**config.mk**
```make
export PLATFORM = sky130hd
export DESIGN_NAME = qapm_iter
export DESIGN_NICKNAME = d
export VERILOG_FILES = /design/src/sv/qapm_pkg.sv /design/src/sv/qapm_iter.sv
export SDC_FILE = /design/constraint.sdc
export NUM_CORES = 1
export LEC_CHECK = 0
export ABC_AREA = 1
export BUFFER_PORTS_ARGS = -buffer_cell sky130_fd_sc_hd__buf_2
export CAP_MARGIN = 30
export CORE_AREA = 2 2 187 189
export DETAILED_ROUTE_END_ITERATION = 10
export DIE_AREA = 0 0 189 191
export GPL_ROUTABILITY_DRIVEN = 0
export PLACE_DENSITY = 0.7
export SKIP_LAST_GASP = 1
export SYNTH_ARGS = -nofsm -noshare
export SYNTH_HDL_FRONTEND = slang
export SYNTH_SLANG_ARGS = --single-unit
export TNS_END_PERCENT = 1
```
**constraint.sdc**
```tcl
create_clock -name clk -period 2.65 [get_ports clk]
set_input_delay 0.53 -clock clk [delete_from_list [all_inputs] [get_ports clk]]
set_output_delay 0.53 -clock clk [all_outputs]
set_load 0.005 [all_outputs]
```
**src/sv/qapm_pkg.sv**
```systemverilog
// shared types, codes and microprogram for the quadrotor attitude pd mixer
package qapm_pkg;

	localparam int NSLOT = 22;
	localparam int NCFG = 8;

	localparam logic [30:0] CFG_RESET [NCFG] = '{
		31'd102748, 31'd2278, 31'd2278, 31'd6403,
		31'd14090, 31'd1049, 31'd65536, 31'd642908
	};

	localparam logic [2:0] OP_ADD  = 3'd0;
	localparam logic [2:0] OP_SUB  = 3'd1;
	localparam logic [2:0] OP_MUL  = 3'd2;
	localparam logic [2:0] OP_DIV  = 3'd3;
	localparam logic [2:0] OP_SQRT = 3'd4;
	localparam logic [2:0] OP_OUT  = 3'd5;

	typedef struct packed {
		logic [2:0] op;
		logic [5:0] dst;
		logic [6:0] a;
		logic [6:0] b;
	} instr_t;

	typedef struct packed {
		logic go;
		logic sqrt_op;
	} iter_req_t;

	typedef struct packed {
		logic done;
		logic sat;
	} iter_rsp_t;

	typedef struct packed {
		logic        sat;
		logic [31:0] val;
	} clip_t;

	// operand words
	localparam logic [6:0] W_PX = 7'd0;
	localparam logic [6:0] W_PY = 7'd1;
	localparam logic [6:0] W_PZ = 7'd2;
	localparam logic [6:0] W_VX = 7'd3;
	localparam logic [6:0] W_VY = 7'd4;
	localparam logic [6:0] W_VZ = 7'd5;
	localparam logic [6:0] W_QW = 7'd6;
	localparam logic [6:0] W_QX = 7'd7;
	localparam logic [6:0] W_QY = 7'd8;
	localparam logic [6:0] W_QZ = 7'd9;
	localparam logic [6:0] W_RP = 7'd10;
	localparam logic [6:0] W_RQ = 7'd11;
	localparam logic [6:0] W_RR = 7'd12;
	localparam logic [6:0] W_TPX = 7'd13;
	localparam logic [6:0] W_TPY = 7'd14;
	localparam logic [6:0] W_TPZ = 7'd15;
	localparam logic [6:0] W_TVX = 7'd16;
	localparam logic [6:0] W_TVY = 7'd17;
	localparam logic [6:0] W_TVZ = 7'd18;
	localparam logic [6:0] W_TRP = 7'd19;
	localparam logic [6:0] W_TRQ = 7'd20;
	localparam logic [6:0] W_TRR = 7'd21;

	// scratch words
	localparam logic [6:0] A_EX   = 7'd22;
	localparam logic [6:0] A_EY   = 7'd23;
	localparam logic [6:0] A_EZ   = 7'd24;
	localparam logic [6:0] A_EVX  = 7'd25;
	localparam logic [6:0] A_EVY  = 7'd26;
	localparam logic [6:0] A_EVZ  = 7'd27;
	localparam logic [6:0] A_EP   = 7'd28;
	localparam logic [6:0] A_EQ   = 7'd29;
	localparam logic [6:0] A_ER   = 7'd30;
	localparam logic [6:0] A_T1   = 7'd31;
	localparam logic [6:0] A_T2   = 7'd32;
	localparam logic [6:0] A_DX   = 7'd33;
	localparam logic [6:0] A_DY   = 7'd34;
	localparam logic [6:0] A_DZ   = 7'd35;
	localparam logic [6:0] A_DZG  = 7'd36;
	localparam logic [6:0] A_NRM  = 7'd37;
	localparam logic [6:0] A_R1   = 7'd38;
	localparam logic [6:0] A_QDW  = 7'd39;
	localparam logic [6:0] A_S    = 7'd40;
	localparam logic [6:0] A_C    = 7'd41;
	localparam logic [6:0] A_DEN2 = 7'd42;
	localparam logic [6:0] A_QDX  = 7'd43;
	localparam logic [6:0] A_QDY  = 7'd44;
	localparam logic [6:0] A_QE1  = 7'd45;
	localparam logic [6:0] A_QE2  = 7'd46;
	localparam logic [6:0] A_QE3  = 7'd47;
	localparam logic [6:0] A_QE4  = 7'd48;
	localparam logic [6:0] A_DPHI = 7'd49;
	localparam logic [6:0] A_DTH  = 7'd50;
	localparam logic [6:0] A_DPSI = 7'd51;
	localparam logic [6:0] A_THR  = 7'd52;
	localparam logic [6:0] A_TPHI = 7'd53;
	localparam logic [6:0] A_TTH  = 7'd54;
	localparam logic [6:0] A_TPSI = 7'd55;
	localparam logic [6:0] A_SQ2  = 7'd56;
	localparam logic [6:0] A_BD4  = 7'd57;
	localparam logic [6:0] A_CT   = 7'd58;
	localparam logic [6:0] A_CPHI = 7'd59;
	localparam logic [6:0] A_CTH  = 7'd60;
	localparam logic [6:0] A_CPSI = 7'd61;
	localparam logic [6:0] A_F0   = 7'd22;
	localparam logic [6:0] A_F1   = 7'd23;
	localparam logic [6:0] A_F2   = 7'd24;
	localparam logic [6:0] A_F3   = 7'd25;

	// register and constant sources, bit 6 set
	localparam logic [6:0] C_MASS  = 7'd64;
	localparam logic [6:0] C_IXX   = 7'd65;
	localparam logic [6:0] C_IYY   = 7'd66;
	localparam logic [6:0] C_IZZ   = 7'd67;
	localparam logic [6:0] C_ARM   = 7'd68;
	localparam logic [6:0] C_KDRAG = 7'd69;
	localparam logic [6:0] C_BSC   = 7'd70;
	localparam logic [6:0] C_GRAV  = 7'd71;
	localparam logic [6:0] K_03    = 7'd72;
	localparam logic [6:0] K_09    = 7'd73;
	localparam logic [6:0] K_4     = 7'd74;
	localparam logic [6:0] K_5     = 7'd75;
	localparam logic [6:0] K_10    = 7'd76;
	localparam logic [6:0] K_3     = 7'd77;
	localparam logic [6:0] K_17    = 7'd78;
	localparam logic [6:0] K_05    = 7'd79;
	localparam logic [6:0] K_ONE   = 7'd80;
	localparam logic [6:0] K_TWO   = 7'd81;

	localparam logic [6:0] SRC_NONE = 7'd0;
	localparam logic [6:0] RTR0 = 7'd0;
	localparam logic [6:0] RTR1 = 7'd1;
	localparam logic [6:0] RTR2 = 7'd2;
	localparam logic [6:0] RTR3 = 7'd3;

	localparam logic [1:0] ROTOR_LAST = 2'd3;

	function automatic clip_t clip65(input logic signed [64:0] v);
		clip_t r;
		if (v > 65'sh0_7FFF_FFFF) begin
			r.sat = 1'b1;
			r.val = 32'h7FFF_FFFF;
		end else if (v < -65'sh0_8000_0000) begin
			r.sat = 1'b1;
			r.val = 32'h8000_0000;
		end else begin
			r.sat = 1'b0;
			r.val = v[31:0];
		end
		return r;
	endfunction

	function automatic instr_t mk(input logic [2:0] op, input logic [6:0] d,
		input logic [6:0] a, input logic [6:0] b);
		instr_t r;
		r.op = op;
		r.dst = d[5:0];
		r.a = a;
		r.b = b;
		return r;
	endfunction

	function automatic instr_t prog(input logic [6:0] pc);
		instr_t r;
		case (pc)
			7'd0:   r = mk(OP_SUB, A_EX, W_TPX, W_PX);
			7'd1:   r = mk(OP_SUB, A_EY, W_TPY, W_PY);
			7'd2:   r = mk(OP_SUB, A_EZ, W_TPZ, W_PZ);
			7'd3:   r = mk(OP_SUB, A_EVX, W_TVX, W_VX);
			7'd4:   r = mk(OP_SUB, A_EVY, W_TVY, W_VY);
			7'd5:   r = mk(OP_SUB, A_EVZ, W_TVZ, W_VZ);
			7'd6:   r = mk(OP_SUB, A_EP, W_TRP, W_RP);
			7'd7:   r = mk(OP_SUB, A_EQ, W_TRQ, W_RQ);
			7'd8:   r = mk(OP_SUB, A_ER, W_TRR, W_RR);
			7'd9:   r = mk(OP_MUL, A_T1, K_03, A_EX);
			7'd10:  r = mk(OP_MUL, A_T2, K_09, A_EVX);
			7'd11:  r = mk(OP_ADD, A_DX, A_T1, A_T2);
			7'd12:  r = mk(OP_MUL, A_T1, K_03, A_EY);
			7'd13:  r = mk(OP_MUL, A_T2, K_09, A_EVY);
			7'd14:  r = mk(OP_ADD, A_DY, A_T1, A_T2);
			7'd15:  r = mk(OP_MUL, A_T1, K_4, A_EZ);
			7'd16:  r = mk(OP_MUL, A_T2, K_5, A_EVZ);
			7'd17:  r = mk(OP_ADD, A_DZ, A_T1, A_T2);
			7'd18:  r = mk(OP_ADD, A_DZG, A_DZ, C_GRAV);
			7'd19:  r = mk(OP_MUL, A_T1, A_DX, A_DX);
			7'd20:  r = mk(OP_MUL, A_T2, A_DY, A_DY);
			7'd21:  r = mk(OP_ADD, A_T1, A_T1, A_T2);
			7'd22:  r = mk(OP_MUL, A_T2, A_DZG, A_DZG);
			7'd23:  r = mk(OP_ADD, A_T1, A_T1, A_T2);
			7'd24:  r = mk(OP_SQRT, A_NRM, A_T1, SRC_NONE);
			7'd25:  r = mk(OP_ADD, A_T1, A_NRM, A_NRM);
			7'd26:  r = mk(OP_DIV, A_R1, A_DZG, A_T1);
			7'd27:  r = mk(OP_ADD, A_T1, K_05, A_R1);
			7'd28:  r = mk(OP_MUL, A_T2, W_QZ, W_QZ);
			7'd29:  r = mk(OP_SUB, A_T1, A_T1, A_T2);
			7'd30:  r = mk(OP_SQRT, A_QDW, A_T1, SRC_NONE);
			7'd31:  r = mk(OP_MUL, A_T1, W_QW, W_QW);
			7'd32:  r = mk(OP_ADD, A_S, A_T1, A_T2);
			7'd33:  r = mk(OP_ADD, A_T1, A_S, A_S);
			7'd34:  r = mk(OP_SUB, A_C, A_T1, K_ONE);
			7'd35:  r = mk(OP_ADD, A_T1, A_DZG, A_DZG);
			7'd36:  r = mk(OP_MUL, A_DEN2, A_T1, A_S);
			7'd37:  r = mk(OP_MUL, A_T1, A_DX, W_QZ);
			7'd38:  r = mk(OP_MUL, A_T2, A_DY, W_QW);
			7'd39:  r = mk(OP_SUB, A_T1, A_T1, A_T2);
			7'd40:  r = mk(OP_MUL, A_T1, A_T1, A_C);
			7'd41:  r = mk(OP_DIV, A_QDX, A_T1, A_DEN2);
			7'd42:  r = mk(OP_MUL, A_T1, A_DX, W_QW);
			7'd43:  r = mk(OP_MUL, A_T2, A_DY, W_QZ);
			7'd44:  r = mk(OP_ADD, A_T1, A_T1, A_T2);
			7'd45:  r = mk(OP_MUL, A_T1, A_T1, A_C);
			7'd46:  r = mk(OP_DIV, A_QDY, A_T1, A_DEN2);
			7'd47:  r = mk(OP_MUL, A_T1, A_QDX, W_QW);
			7'd48:  r = mk(OP_MUL, A_T2, A_QDW, W_QX);
			7'd49:  r = mk(OP_SUB, A_T1, A_T1, A_T2);
			7'd50:  r = mk(OP_MUL, A_T2, A_QDY, W_QZ);
			7'd51:  r = mk(OP_ADD, A_QE1, A_T1, A_T2);
			7'd52:  r = mk(OP_MUL, A_T1, A_QDY, W_QW);
			7'd53:  r = mk(OP_MUL, A_T2, A_QDW, W_QY);
			7'd54:  r = mk(OP_SUB, A_T1, A_T1, A_T2);
			7'd55:  r = mk(OP_MUL, A_T2, A_QDX, W_QZ);
			7'd56:  r = mk(OP_SUB, A_QE2, A_T1, A_T2);
			7'd57:  r = mk(OP_MUL, A_T1, A_QDX, W_QY);
			7'd58:  r = mk(OP_MUL, A_T2, A_QDY, W_QX);
			7'd59:  r = mk(OP_SUB, A_T1, A_T1, A_T2);
			7'd60:  r = mk(OP_MUL, A_T2, A_QDW, W_QZ);
			7'd61:  r = mk(OP_SUB, A_QE3, A_T1, A_T2);
			7'd62:  r = mk(OP_MUL, A_T1, A_QDX, W_QX);
			7'd63:  r = mk(OP_MUL, A_T2, A_QDY, W_QY);
			7'd64:  r = mk(OP_ADD, A_T1, A_T1, A_T2);
			7'd65:  r = mk(OP_MUL, A_T2, A_QDW, W_QW);
			7'd66:  r = mk(OP_ADD, A_QE4, A_T1, A_T2);
			7'd67:  r = mk(OP_MUL, A_T1, K_10, A_QE1);
			7'd68:  r = mk(OP_MUL, A_T1, A_T1, A_QE4);
			7'd69:  r = mk(OP_MUL, A_T2, K_5, A_EP);
			7'd70:  r = mk(OP_ADD, A_DPHI, A_T1, A_T2);
			7'd71:  r = mk(OP_MUL, A_T1, K_10, A_QE2);
			7'd72:  r = mk(OP_MUL, A_T1, A_T1, A_QE4);
			7'd73:  r = mk(OP_MUL, A_T2, K_5, A_EQ);
			7'd74:  r = mk(OP_ADD, A_DTH, A_T1, A_T2);
			7'd75:  r = mk(OP_MUL, A_T1, K_3, A_QE3);
			7'd76:  r = mk(OP_MUL, A_T1, A_T1, A_QE4);
			7'd77:  r = mk(OP_MUL, A_T2, K_17, A_ER);
			7'd78:  r = mk(OP_ADD, A_DPSI, A_T1, A_T2);
			7'd79:  r = mk(OP_MUL, A_T1, C_MASS, A_DZG);
			7'd80:  r = mk(OP_DIV, A_THR, A_T1, A_C);
			7'd81:  r = mk(OP_MUL, A_TPHI, A_DPHI, C_IXX);
			7'd82:  r = mk(OP_MUL, A_TTH, A_DTH, C_IYY);
			7'd83:  r = mk(OP_MUL, A_TPSI, A_DPSI, C_IZZ);
			7'd84:  r = mk(OP_SQRT, A_SQ2, K_TWO, SRC_NONE);
			7'd85:  r = mk(OP_MUL, A_T1, C_BSC, C_ARM);
			7'd86:  r = mk(OP_MUL, A_BD4, A_T1, K_4);
			7'd87:  r = mk(OP_MUL, A_T1, C_BSC, K_4);
			7'd88:  r = mk(OP_DIV, A_CT, A_THR, A_T1);
			7'd89:  r = mk(OP_MUL, A_T1, A_SQ2, A_TPHI);
			7'd90:  r = mk(OP_DIV, A_CPHI, A_T1, A_BD4);
			7'd91:  r = mk(OP_MUL, A_T1, A_SQ2, A_TTH);
			7'd92:  r = mk(OP_DIV, A_CTH, A_T1, A_BD4);
			7'd93:  r = mk(OP_MUL, A_T1, C_KDRAG, K_4);
			7'd94:  r = mk(OP_DIV, A_CPSI, A_TPSI, A_T1);
			7'd95:  r = mk(OP_ADD, A_T1, A_CT, A_CPSI);
			7'd96:  r = mk(OP_SUB, A_T1, A_T1, A_CTH);
			7'd97:  r = mk(OP_ADD, A_F0, A_T1, A_CPHI);
			7'd98:  r = mk(OP_SUB, A_T1, A_CT, A_CPSI);
			7'd99:  r = mk(OP_SUB, A_T1, A_T1, A_CTH);
			7'd100: r = mk(OP_SUB, A_F1, A_T1, A_CPHI);
			7'd101: r = mk(OP_ADD, A_T1, A_CT, A_CPSI);
			7'd102: r = mk(OP_ADD, A_T1, A_T1, A_CTH);
			7'd103: r = mk(OP_SUB, A_F2, A_T1, A_CPHI);
			7'd104: r = mk(OP_SUB, A_T1, A_CT, A_CPSI);
			7'd105: r = mk(OP_ADD, A_T1, A_T1, A_CTH);
			7'd106: r = mk(OP_ADD, A_F3, A_T1, A_CPHI);
			7'd107: r = mk(OP_OUT, RTR0, A_F0, SRC_NONE);
			7'd108: r = mk(OP_OUT, RTR1, A_F1, SRC_NONE);
			7'd109: r = mk(OP_OUT, RTR2, A_F2, SRC_NONE);
			default: r = mk(OP_OUT, RTR3, A_F3, SRC_NONE);
		endcase
		return r;
	endfunction

endpackage

```
**src/sv/qapm_iter.sv**
```systemverilog
// iterative fixed-point divider and square root, one digit per cycle
module qapm_iter #(
	parameter int FRAC_BITS = 16
) (
	input  logic                 clk,
	input  logic                 arst_n,
	input  qapm_pkg::iter_req_t  req,
	input  logic [31:0]          a,
	input  logic [31:0]          b,
	output qapm_pkg::iter_rsp_t  rsp,
	output logic [31:0]          result
);

	localparam int NB = 32 + FRAC_BITS;
	localparam int NP = (NB + 1) / 2;
	localparam int SW = 2 * NP;
	localparam int RW = (NP + 2 > 33) ? NP + 2 : 33;
	localparam int CW = $clog2(SW + 1);

	logic          busy_q;
	logic          sqrt_q;
	logic          neg_q;
	logic [CW-1:0] cnt_q;
	logic [SW-1:0] sh_q;
	logic [SW-1:0] quo_q;
	logic [RW-1:0] rem_q;
	logic [31:0]   dvs_q;
	logic          done_q;
	logic          sat_q;
	logic [31:0]   res_q;

	logic [31:0]   abs_a;
	logic [31:0]   abs_b;
	logic [RW-1:0] div_rem;
	logic          div_ge;
	logic [RW-1:0] sq_rem;
	logic [RW-1:0] sq_trial;
	logic          sq_ge;

	assign abs_a = a[31] ? (~a + 32'd1) : a;
	assign abs_b = b[31] ? (~b + 32'd1) : b;

	assign div_rem = {rem_q[RW-2:0], sh_q[SW-1]};
	assign div_ge = div_rem >= RW'(dvs_q);
	assign sq_rem = {rem_q[RW-3:0], sh_q[SW-1:SW-2]};
	assign sq_trial = {quo_q[RW-3:0], 2'b01};
	assign sq_ge = sq_rem >= sq_trial;

	always_ff @(posedge clk or negedge arst_n) begin
		if (!arst_n) begin
			busy_q <= 1'b0;
			done_q <= 1'b0;
			cnt_q <= '0;
		end else begin
			done_q <= 1'b0;
			if (req.go) begin
				if (req.sqrt_op ? ($signed(a) <= 0) : (b == 32'd0)) begin
					done_q <= 1'b1;
				end else begin
					busy_q <= 1'b1;
					cnt_q <= req.sqrt_op ? CW'(NP) : CW'(SW);
				end
			end else if (busy_q) begin
				if (cnt_q != '0) begin
					cnt_q <= cnt_q - CW'(1);
				end else begin
					busy_q <= 1'b0;
					done_q <= 1'b1;
				end
			end
		end
	end

	always_ff @(posedge clk) begin
		if (req.go) begin
			sqrt_q <= req.sqrt_op;
			neg_q <= a[31] ^ b[31];
			dvs_q <= abs_b;
			rem_q <= '0;
			quo_q <= '0;
			sat_q <= 1'b0;
			res_q <= '0;
			if (req.sqrt_op) begin
				sh_q <= SW'(a) << FRAC_BITS;
			end else begin
				sh_q <= SW'(abs_a) << FRAC_BITS;
				// zero divisor saturates by the sign of the dividend
				if (b == 32'd0) begin
					sat_q <= 1'b1;
					res_q <= a[31] ? 32'h8000_0000 :
						((a == 32'd0) ? 32'd0 : 32'h7FFF_FFFF);
				end
			end
		end else if (busy_q) begin
			if (cnt_q != '0) begin
				if (sqrt_q) begin
					sh_q <= {sh_q[SW-3:0], 2'b00};
					rem_q <= sq_ge ? (sq_rem - sq_trial) : sq_rem;
					quo_q <= {quo_q[SW-2:0], sq_ge};
				end else begin
					sh_q <= {sh_q[SW-2:0], 1'b0};
					rem_q <= div_ge ? (div_rem - RW'(dvs_q)) : div_rem;
					quo_q <= {quo_q[SW-2:0], div_ge};
				end
			end else if (sqrt_q) begin
				res_q <= quo_q[31:0];
			end else if (neg_q) begin
				if (quo_q > SW'(33'h0_8000_0000)) begin
					sat_q <= 1'b1;
					res_q <= 32'h8000_0000;
				end else begin
					res_q <= ~quo_q[31:0] + 32'd1;
				end
			end else begin
				if (quo_q > SW'(33'h0_7FFF_FFFF)) begin
					sat_q <= 1'b1;
					res_q <= 32'h7FFF_FFFF;
				end else begin
					res_q <= quo_q[31:0];
				end
			end
		end
	end

	assign rsp.done = done_q;
	assign rsp.sat = sat_q;
	assign result = res_q;

endmodule
```
==> results.yml <==
outcome:
  result_of_the_run: "finished, final reports clean"
global_route:
  maximum_number_of_pins_on_one_net_before_global_route_repair: 60
  overflow: 0
  grt_usage_pct: 27.5
  grt_antenna_before_repair: 0
  number_of_global_route_vias_before_repair: 15600
  wire_length_of_the_first_global_routing_pass_um: 79600
sta:
  skew_ns: 0.0186
  worstMarginPinSlew_ns: 0.650
  period_share_pct: 95.8
  final-setup-viol-count: 0
  final_period_minus_worst_setup_slack_ns: 2.54
  setup_repair_after_global_routing_missed_its_margin: "true"
  slew_violations: 0
  report.final.hold_viol_count: 0
  clock.fmax_ghz: 0.394
  final.setup.worst_slack_ns: 0.110
  max-slew-margin-rel_pct: 56.3
logic_synthesis:
  count_of_mapped_cells_out_of_synthesis: 2535
  synth_nets: 2674
  netlist_area_um2: 16100
  avgSynthCellArea_um2: 6.34
  ys_warn_count: 0
  synth_top_area_cells: "edfxtp_1, nand2_1, dfxtp_1"
  synth_most_common_cell: "nand2_1"
  synth_top_cell_by_area: "edfxtp_1"
  postSynth.asyncResetShare_pct: 4.28
  synth-seq-area-share_pct: 29.7
  synth_commonest_cells: "nand2_1, inv_1, nor2_1, nand3_1, o21ai_0"
  edff_count_synth: 99
  yosys.area.top_type_share_pct: 18.5
  synth-main-ff-cell: "edfxtp_1"
  synth.lib_cells_used.distinct: 54
  synth_seq_cells: 187
routing:
  detailroute.via_count: 16900
  routed_via_density: 5.45
  drt-wirelength-per-cell_um: 15.9
  drtAntennaViolNets: 0
  drt_drc_violations_left: 0
  drt_first_pass_iters: 6
  route.final.wire_length_um: 49300
  initialDrtViolationCount: 1728
final_layout:
  num-fill-cells: 3421
  diodes: 0
  syn2layout_area_growth_pct: 11.9
  layout-drive-gt1-share_pct: 11.0
  finish.cell_count_without_fillers: 3104
  layout.nets: 2775
clock_network:
  clk_slew_on_worst_s_h_paths_ns: 0.09
  htree_num_levels: 4
  clk_latency_ns: 0.47
  cts_sinks: 187
  root_buffer: "clkbuf_16"
  clock_path_buffers: 2
  cts_tree: "built"
  tritoncts_buffers: 17
critical_path:
  timing.critical_path.mode_cell: "nand2_1"
  cp_max_fo: 19
  timing.critical_path.from_type: "flip-flop"
  critical_path.max_stage_delay_ns: 0.40
  worst-setup-path-type: "reg2reg"
  cp_slowest_cell: "ha_1"
  path_buf_inv: 2
  arrival_ns: 2.95
  end_kind: "flip-flop"
  critical_path.top_delay_family: "simple AND/OR/NAND/NOR gates"
  cp.required_ns: 3.06
  path_cells: "inv_1, ha_1, nand2_1, nor2_1, nand2_1, nor2_2, nand2_1, nand2_2, nor2_8, nand2_8, buf_4, nand2_1, nand2_1, nand2_1, nand2_1, nand2_1, nand2_1"
power_and_ir_drop:
  leakagePower_uw: 0.00919
  vdd.ir_drop.worst_mv: 0.669
  p_per_area_nw_per_um2: 1150
place:
  detailed_place_hpwl_um: 38200
  dp_worst_setup_slack_ns: -0.0984
  placed_cells: 3070
  place.port_buffers: 101
floorplanning:
  floorplan.initialDensity_pct: 47.1
  die_h_um: 191
  io-pin-count: 102
  die_area_um2: 36100
  fp.coreArea_um2: 34100
  die_x_um: 189
  rows: 68
run:
  maxCapViolations: 0
worst_hold_path:
  holdCritPathClass: "in2reg"
[area by class of cell]
class / count / area (µm²) / share of cell area [%]
Multi-Input combinational cell: 1843 / 9410 / 52.3
Clock inverter: 15 / 146 / 0.814
Tap cell: 455 / 569 / 3.16
Sequential cell: 187 / 4790 / 26.6
Inverter: 426 / 1600 / 8.92
Timing Repair Buffer: 161 / 1050 / 5.83
Clock buffer: 17 / 425 / 2.36
[registers in the layout (all words and copies together), names as in the netlist]
| name | cells |
|---|---|
| busy_q | 1 |
| cnt_q | 6 |
| done_q | 1 |
| dvs_q | 32 |
| neg_q | 1 |
| quo_q | 48 |
| rem_q | 32 |
| result | 32 |
| sat_q | 1 |
| sh_q | 32 |
| sqrt_q | 1 |
[what timing repair did]
item,4_1_cts,5_1_grt
hold buffers,1,0
gates resized for setup,0,26
buffers inserted,0,1
endpoints found under the setup margin,0,32
hold endpoints to repair,8,0
[worst paths after layout]
check                      cells after the start  startpoint  slack, ns   endpoint
setup / recovery                              17    quo_q[9]       0.11  rem_q[10]
hold / removal                                 1        b[0]       0.29   dvs_q[0]
setup reg to reg                              17    quo_q[9]       0.11  rem_q[10]
hold reg to reg                                2   quo_q[47]       0.48  quo_q[47]
max in group asynchronous                      2      arst_n       2.01   cnt_q[2]
min in group asynchronous                      2      arst_n       0.44     done_q
[where the power goes]
group	switching, µW	internal, µW
Clock	1320	1250
Combinational	9130	4620
Sequential	697	3680
[worst register-to-register path: stages (launching register included)]
cell and delay, ns:
dfxtp_1 0.38, inv_1 0.14, ha_1 0.40, nand2_1 0.12, nor2_1 0.16, nand2_1 0.11, nor2_2 0.14, nand2_1 0.09
nand2_2 0.12, nor2_8 0.07, nand2_8 0.16, buf_4 0.21, nand2_1 0.08, nand2_1 0.07, nand2_1 0.05, nand2_1 0.08
nand2_1 0.04, nand2_1 0.07
[cells in the final DEF, fill, tap and decap left out, drive strengths merged, types with 2 or more instances in the layout]
master,n
a21oi,127
a31oi,4
and2,8
buf,160
clkbuf,17
clkinv,8
dfrtp,8
dfxtp,80
edfxtp,99
ha,70
inv,433
nand2,702
nand3,226
nand3b,10
nand4,35
nor2,284
nor3,49
nor3b,3
nor4,12
o211ai,10
o21ai,153
o21bai,8
o22ai,60
o31ai,5
or2,2
xnor2,13
xor2,58
[routing by layer]
layer / wire [µm] / global-route usage [%]
met1: 21600 / 37.0
met2: 22000 / 44.2
met3: 3820 / 3.76
met4: 1950 / 11.9
met5: 0 / 0
[cells by family after synthesis]
group	after synthesis	synth area share (%)
simple gates	1332	36.0
flops	187	29.7
buf+inv	505	12.3
fa+ha+maj	71	5.57
compound gates	369	12.6
xor+xnor	71	3.87
[stage by stage]
stage | util (%) | setup TNS [ns] | total power, µW | instance area [µm²] | hold WS (ns)
after floorplan | - | 0 | 14100 | 16100 | 0.234
after detailed placement | 50.7 | -1.88 | 17500 | 17300 | 0.396
after global routing | 52.7 | -0.557 | 22500 | 18000 | 0.290
after global placement | 50.7 | -2.50 | 17400 | 17300 | 0.392
after CTS | 52.4 | 0 | 20200 | 17900 | 0.275
final | 52.7 | 0 | 20700 | 18000 | 0.291
No activity file was read; power rests on OpenSTA's default activity.
